`src/rtl/core/asgd_pkg.sv`:
```
`default_nettype none
package asgd_pkg;

  localparam int DEF_ELEMENT_COUNT = 4096;
  localparam int DEF_VALUE_WIDTH   = 32;

  localparam int CFG_IDX_W  = 3;
  localparam int CFG_DATA_W = 24;

  localparam logic [CFG_IDX_W-1:0] CFG_MODE          = 3'd0;
  localparam logic [CFG_IDX_W-1:0] CFG_LEARNING_RATE = 3'd1;
  localparam logic [CFG_IDX_W-1:0] CFG_BETA_ONE      = 3'd2;
  localparam logic [CFG_IDX_W-1:0] CFG_BETA_TWO      = 3'd3;
  localparam logic [CFG_IDX_W-1:0] CFG_EPSILON       = 3'd4;

  localparam logic        MODE_SGD  = 1'b0;
  localparam logic        MODE_ADAM = 1'b1;
  localparam logic [23:0] RST_LEARNING_RATE = 24'd16777;
  localparam logic [15:0] RST_BETA_ONE      = 16'd58982;
  localparam logic [15:0] RST_BETA_TWO      = 16'd65470;
  localparam logic [23:0] RST_EPSILON       = 24'd1;

  localparam int DIV_NUM_W = 64;
  localparam int DIV_DEN_W = 34;
  localparam int SQRT_W    = 64;

  typedef struct packed {
    logic [11:0]        element_index;
    logic signed [31:0] weight_in;
    logic signed [31:0] gradient;
    logic               starts_call;
  } in_t;

  typedef struct packed {
    logic signed [31:0] weight_out;
    logic [11:0]        index_out;
    logic               saturated;
  } out_t;

  typedef struct packed {
    logic                 start;
    logic [DIV_NUM_W-1:0] num;
    logic [DIV_DEN_W-1:0] den;
  } div_req_t;

  typedef struct packed {
    logic                 done;
    logic [DIV_NUM_W-1:0] quo;
    logic [DIV_DEN_W-1:0] rem;
  } div_rsp_t;

  typedef struct packed {
    logic              start;
    logic [SQRT_W-1:0] radicand;
  } sqrt_req_t;

  typedef struct packed {
    logic        done;
    logic [31:0] root;
  } sqrt_rsp_t;

endpackage
`default_nettype wire

```
`src/rtl/core/asgd_divider.sv`:
```
`default_nettype none
module asgd_divider
  import asgd_pkg::*;
(
  input  wire logic     clk,
  input  wire logic     rst_n,
  input  wire div_req_t req,
  output div_rsp_t      rsp
);

  logic                 busy_r, done_r;
  logic [5:0]           cnt_r;
  logic [DIV_NUM_W-1:0] quo_r;
  logic [DIV_DEN_W-1:0] rem_r, den_r;
  logic [DIV_DEN_W:0]   trial;
  logic                 fits;

  // shift one numerator bit into the partial remainder per cycle
  assign trial = {rem_r, quo_r[DIV_NUM_W-1]};
  assign fits  = trial >= {1'b0, den_r};

  always_ff @(posedge clk) begin
    if (!rst_n) begin
      busy_r <= 1'b0;
      done_r <= 1'b0;
      cnt_r  <= '0;
    end else begin
      done_r <= 1'b0;
      if (busy_r) begin
        cnt_r <= cnt_r - 6'd1;
        if (cnt_r == 6'd0) begin
          busy_r <= 1'b0;
          done_r <= 1'b1;
        end
      end else if (req.start) begin
        busy_r <= 1'b1;
        cnt_r  <= 6'd63;
      end
    end
  end

  always_ff @(posedge clk) begin
    if (busy_r) begin
      rem_r <= fits ? DIV_DEN_W'(trial - {1'b0, den_r}) : trial[DIV_DEN_W-1:0];
      quo_r <= {quo_r[DIV_NUM_W-2:0], fits};
    end else if (req.start) begin
      rem_r <= '0;
      quo_r <= req.num;
      den_r <= req.den;
    end
  end

  assign rsp.done = done_r;
  assign rsp.quo  = quo_r;
  assign rsp.rem  = rem_r;

endmodule
`default_nettype wire

```
`config.mk`:
```
export PLATFORM = sky130hd
export DESIGN_NAME = asgd_divider
export DESIGN_NICKNAME = d
export VERILOG_FILES = /design/src/rtl/core/asgd_pkg.sv /design/src/rtl/core/asgd_divider.sv
export SDC_FILE = /design/constraint.sdc
export NUM_CORES = 1
export LEC_CHECK = 0
export BUFFER_PORTS_ARGS = -buffer_cell sky130_fd_sc_hd__clkbuf_2
export CAP_MARGIN = 20
export CELL_PAD_IN_SITES_DETAIL_PLACEMENT = 0
export CELL_PAD_IN_SITES_GLOBAL_PLACEMENT = 1
export CORE_MARGIN = 3
export CORE_UTILIZATION = 34
export CTS_CLUSTER_DIAMETER = 200
export CTS_CLUSTER_SIZE = 16
export DETAILED_ROUTE_END_ITERATION = 8
export GPL_TIMING_DRIVEN = 0
export PLACE_DENSITY = 0.71
export SLEW_MARGIN = 20
export SYNTH_ARGS = -nofsm -noshare
export SYNTH_HDL_FRONTEND = slang
export SYNTH_SLANG_ARGS = --single-unit
```
`constraint.sdc`:
```
create_clock -name clk -period 3.9 [get_ports clk]
set_input_delay 0.39 -clock clk [delete_from_list [all_inputs] [get_ports clk]]
set_output_delay 0.39 -clock clk [all_outputs]
set_load 0.01 [all_outputs]
```
==> reports/metrics.yaml <==
logic_synthesis:
  ys_async_sr_fraction_pct: 0
  ys_types: 61
  post_synth.cell_area_avg_sq_um: 11.7
  synth_top_area_share_pct: 50.6
  yosysTopAreaCell: "edfxtp_1"
  synthFlopType: "edfxtp_1"
  synthesis.area_sq_um: 7830
  seq_area_frac_synth_pct: 52.7
  netlist_instances: 668
  synth_area_leaders: "edfxtp_1 51%, mux2_2 9.1%, ha_1 5.8%, a21oi_1 3.3%, mux2i_1 2.7%"
  yosys_warnings: 0
  synth_enable_flop_cells: 132
  synth-seq-cells: 140
  syn_nets: 806
job:
  drv_cap: 0
global_route:
  grt_remaining_overflow: 0
  grt_max_degree: 66
  grt_pass1_vias: 6259
  met2_usage_pct: 28.9
  globalRouteMet3Util_pct: 6.97
  antenna_found_initial: 0
  gr-max-usage-layer: "met2"
  grt_use_met1_pct: 21.7
  grt_usage_pct: 17.4
  grt_pass1_wl_um: 33700
pwr:
  power_density_nw_per_um2: 508
  switchingPower_w: 0.00163
  ir_drop_v: 0.000249
  p_clk_share_pct: 32.7
  netSwitchingFraction_pct: 32.6
  power.total_w: 0.00499
  p_int_w: 0.00336
  seqPwrFrac_pct: 39.3
  comb_power_share_pct: 27.9
  p_leak_nw: 4.26
sta:
  finClkSkew_ps: 13.2
  setup_viol: 0
  fin_crit_ps: 3320
  hold_violations: 0
  slew_violations: 0
  timing.fmax_mhz: 301
  slew_headroom_pct: 44.4
  fin_setup_tns_ps: 0
  rsz0062_at_grt: "false"
  fin_crit_sh_pct: 85.1
  tightest_slew_ps: 834
finish:
  drive_above_1_share_pct: 35.6
  mostFrequentLayoutCell: "clkbuf_2"
  num-nets-final: 1026
  antennaDiodeCount: 0
  layout_common_cells: "201 x clkbuf_2, 132 x edfxtp_1, 63 x mux2_2, 52 x a21oi_1, 51 x inv_1"
  area_growth_pct: 25.5
  fill_cells: 2117
floorplan:
  rows: 54
  die_w_um: 158
  die-area_sq_um: 24900
  die_y_um: 158
  io_pins: 200
  initial_core_util_pct: 35.2
  coreArea_sq_um: 22200
clock_tree:
  numCtsBuffers: 17
  postCtsHoldBufs: 0
  cts_root_buf: "clkbuf_16"
  ctsResizeCount: 0
  cts_sinks: 140
  path_clk_slew_ps: 70
  cts_tree: "built"
  worstSkewPairLatency_ps: 420
  clock_path_buffers: 2
  post-cts-setup-buffers: 0
  h-tree-depth: 4
worst_hold_path:
  hold_class: "input pin to register"
  worstHoldPathCells: 1
  hold_start: "req[30]"
  worstHoldEndpoint: "den_r[30]"
critical_path:
  critPathLaunchType: "register"
  rrSetupSlack_ps: 580
  crit_type: "register to register"
  end_kind: "register"
  r2r-end: "rem_r[32]"
  r2r-start: "rem_r[8]"
  crit_path_max_fanout: 9
  crit_arrival_ps: 3560
  r2r_cells: 10
  cp.required_ps: 4140
detailed_routing:
  ant_nets: 0
  drt-pass1-iter-count: 5
  vias: 5968
  drc: 0
  drt-vias-per-instance: 5.05
  drtIter0Drc: 317
  avgRoutedWirePerCell_um: 17.9
  wl_um: 21100
placed_design:
  dpl.hpwl_um: 15600
  place_congestion: 0.799
  io_buffers: 199
run_status:
  status: "finished, final reports clean"
routing by layer:
metal,up-vias,wire [um]
met5,-,0
met4,0,144
met3,10,1760
met2,197,10000
met1,2848,9150
li1,2913,-
power by group through the flow:
stage          combinational, W  clock (W)  sequential [W]
3_3_place_gp            0.00139          0         0.00200
3_5_place_dp            0.00140          0         0.00199
4_1_cts                 0.00141    0.00169         0.00197
2_1_floorplan          0.000891          0         0.00204
6_report                0.00139    0.00163         0.00196
5_1_grt                 0.00156    0.00174         0.00199
worst max-delay path: stages (launching register included):
cell	delay, ps
edfxtp_1	410
ha_1	290
buf_2	200
nand2_1	90
nor3b_1	370
a211oi_1	130
a21oi_1	600
o211ai_1	260
a211oi_1	430
o31ai_1	110
o32ai_1	240
cell usage after synthesis, types with 3 or more instances:
cell,count
edfxtp_1,132
mux2_2,63
a21oi_1,52
inv_1,51
nor2_1,42
ha_1,36
nand2_1,30
mux2i_1,21
o21ai_0,20
clkbuf_1,16
nand2b_1,14
nor3_1,14
xnor2_1,14
and3_1,13
a21o_1,12
nand3_1,10
dfxtp_1,8
a211oi_1,7
and2_1,7
xor2_1,7
o21a_1,6
a211oi_2,5
nor2b_1,5
o31ai_1,5
a31oi_1,4
buf_2,4
nand3b_1,4
nand4_1,4
o211ai_1,4
or3_1,4
a2111oi_0,3
buf_1,3
buf_4,3
buf_6,3
nor3b_1,3
o21ai_1,3
o21bai_1,3
or2_2,3
per-stage QoR:
stage | instances | utilization [%] | instance area [sq um] | setup WS [ps] | hold WS, ps
floorplan | 668 | - | 7830 | 1030 | 452
global placement | 1147 | 41.3 | 9170 | 276 | 477
detailed placement | 1149 | 41.6 | 9250 | 652 | 477
CTS | 1181 | 44.2 | 9820 | 626 | 117
global route | 1181 | 44.2 | 9820 | 268 | 124
finish | 1181 | 44.2 | 9820 | 580 | 140
how the worst max path moves through the flow:
stage,slack (ps),depth (start not counted),start,end
2_1_floorplan,1030,12,rem_r[11],rem_r[11]
3_3_place_gp,280,4,busy_r,cnt_r[5]
3_5_place_dp,650,10,rem_r[12],rem_r[32]
4_1_cts,630,10,rem_r[12],rem_r[32]
5_1_grt,270,9,rem_r[9],rem_r[32]
6_report,580,10,rem_r[8],rem_r[32]
registers in the layout, indices dropped and copies added (netlist names):
name / flops
quo_r: 64
den_r: 34
rem_r: 34
cnt_r: 6
busy_r: 1
done_r: 1
final cells by class:
class	count	area (sq um)	area share, %
clock buffers	18	429	4.37
well taps	280	350	3.57
inverters	51	191	1.95
flip-flops and latches	140	4120	42.0
repair buffers	201	1050	10.7
multi-input cells	446	3360	34.2
plain buffers	31	168	1.71
clock inverters	14	149	1.52
cell families (layout without fill, tap and decap cells):
kind of cell | after synthesis | in the layout | share of synthesized area, %
adders and majority gates | 37 | 37 | 6.01
and+or+nand+nor | 161 | 161 | 10.5
buffers and inverters | 82 | 315 | 4.46
muxes | 84 | 84 | 11.8
xor gates and xnor gates | 21 | 21 | 2.35
AOI/OAI and AO/OA | 143 | 143 | 12.2
DFF | 140 | 140 | 52.7
Note: power is estimated with default switching activity, not from simulation.
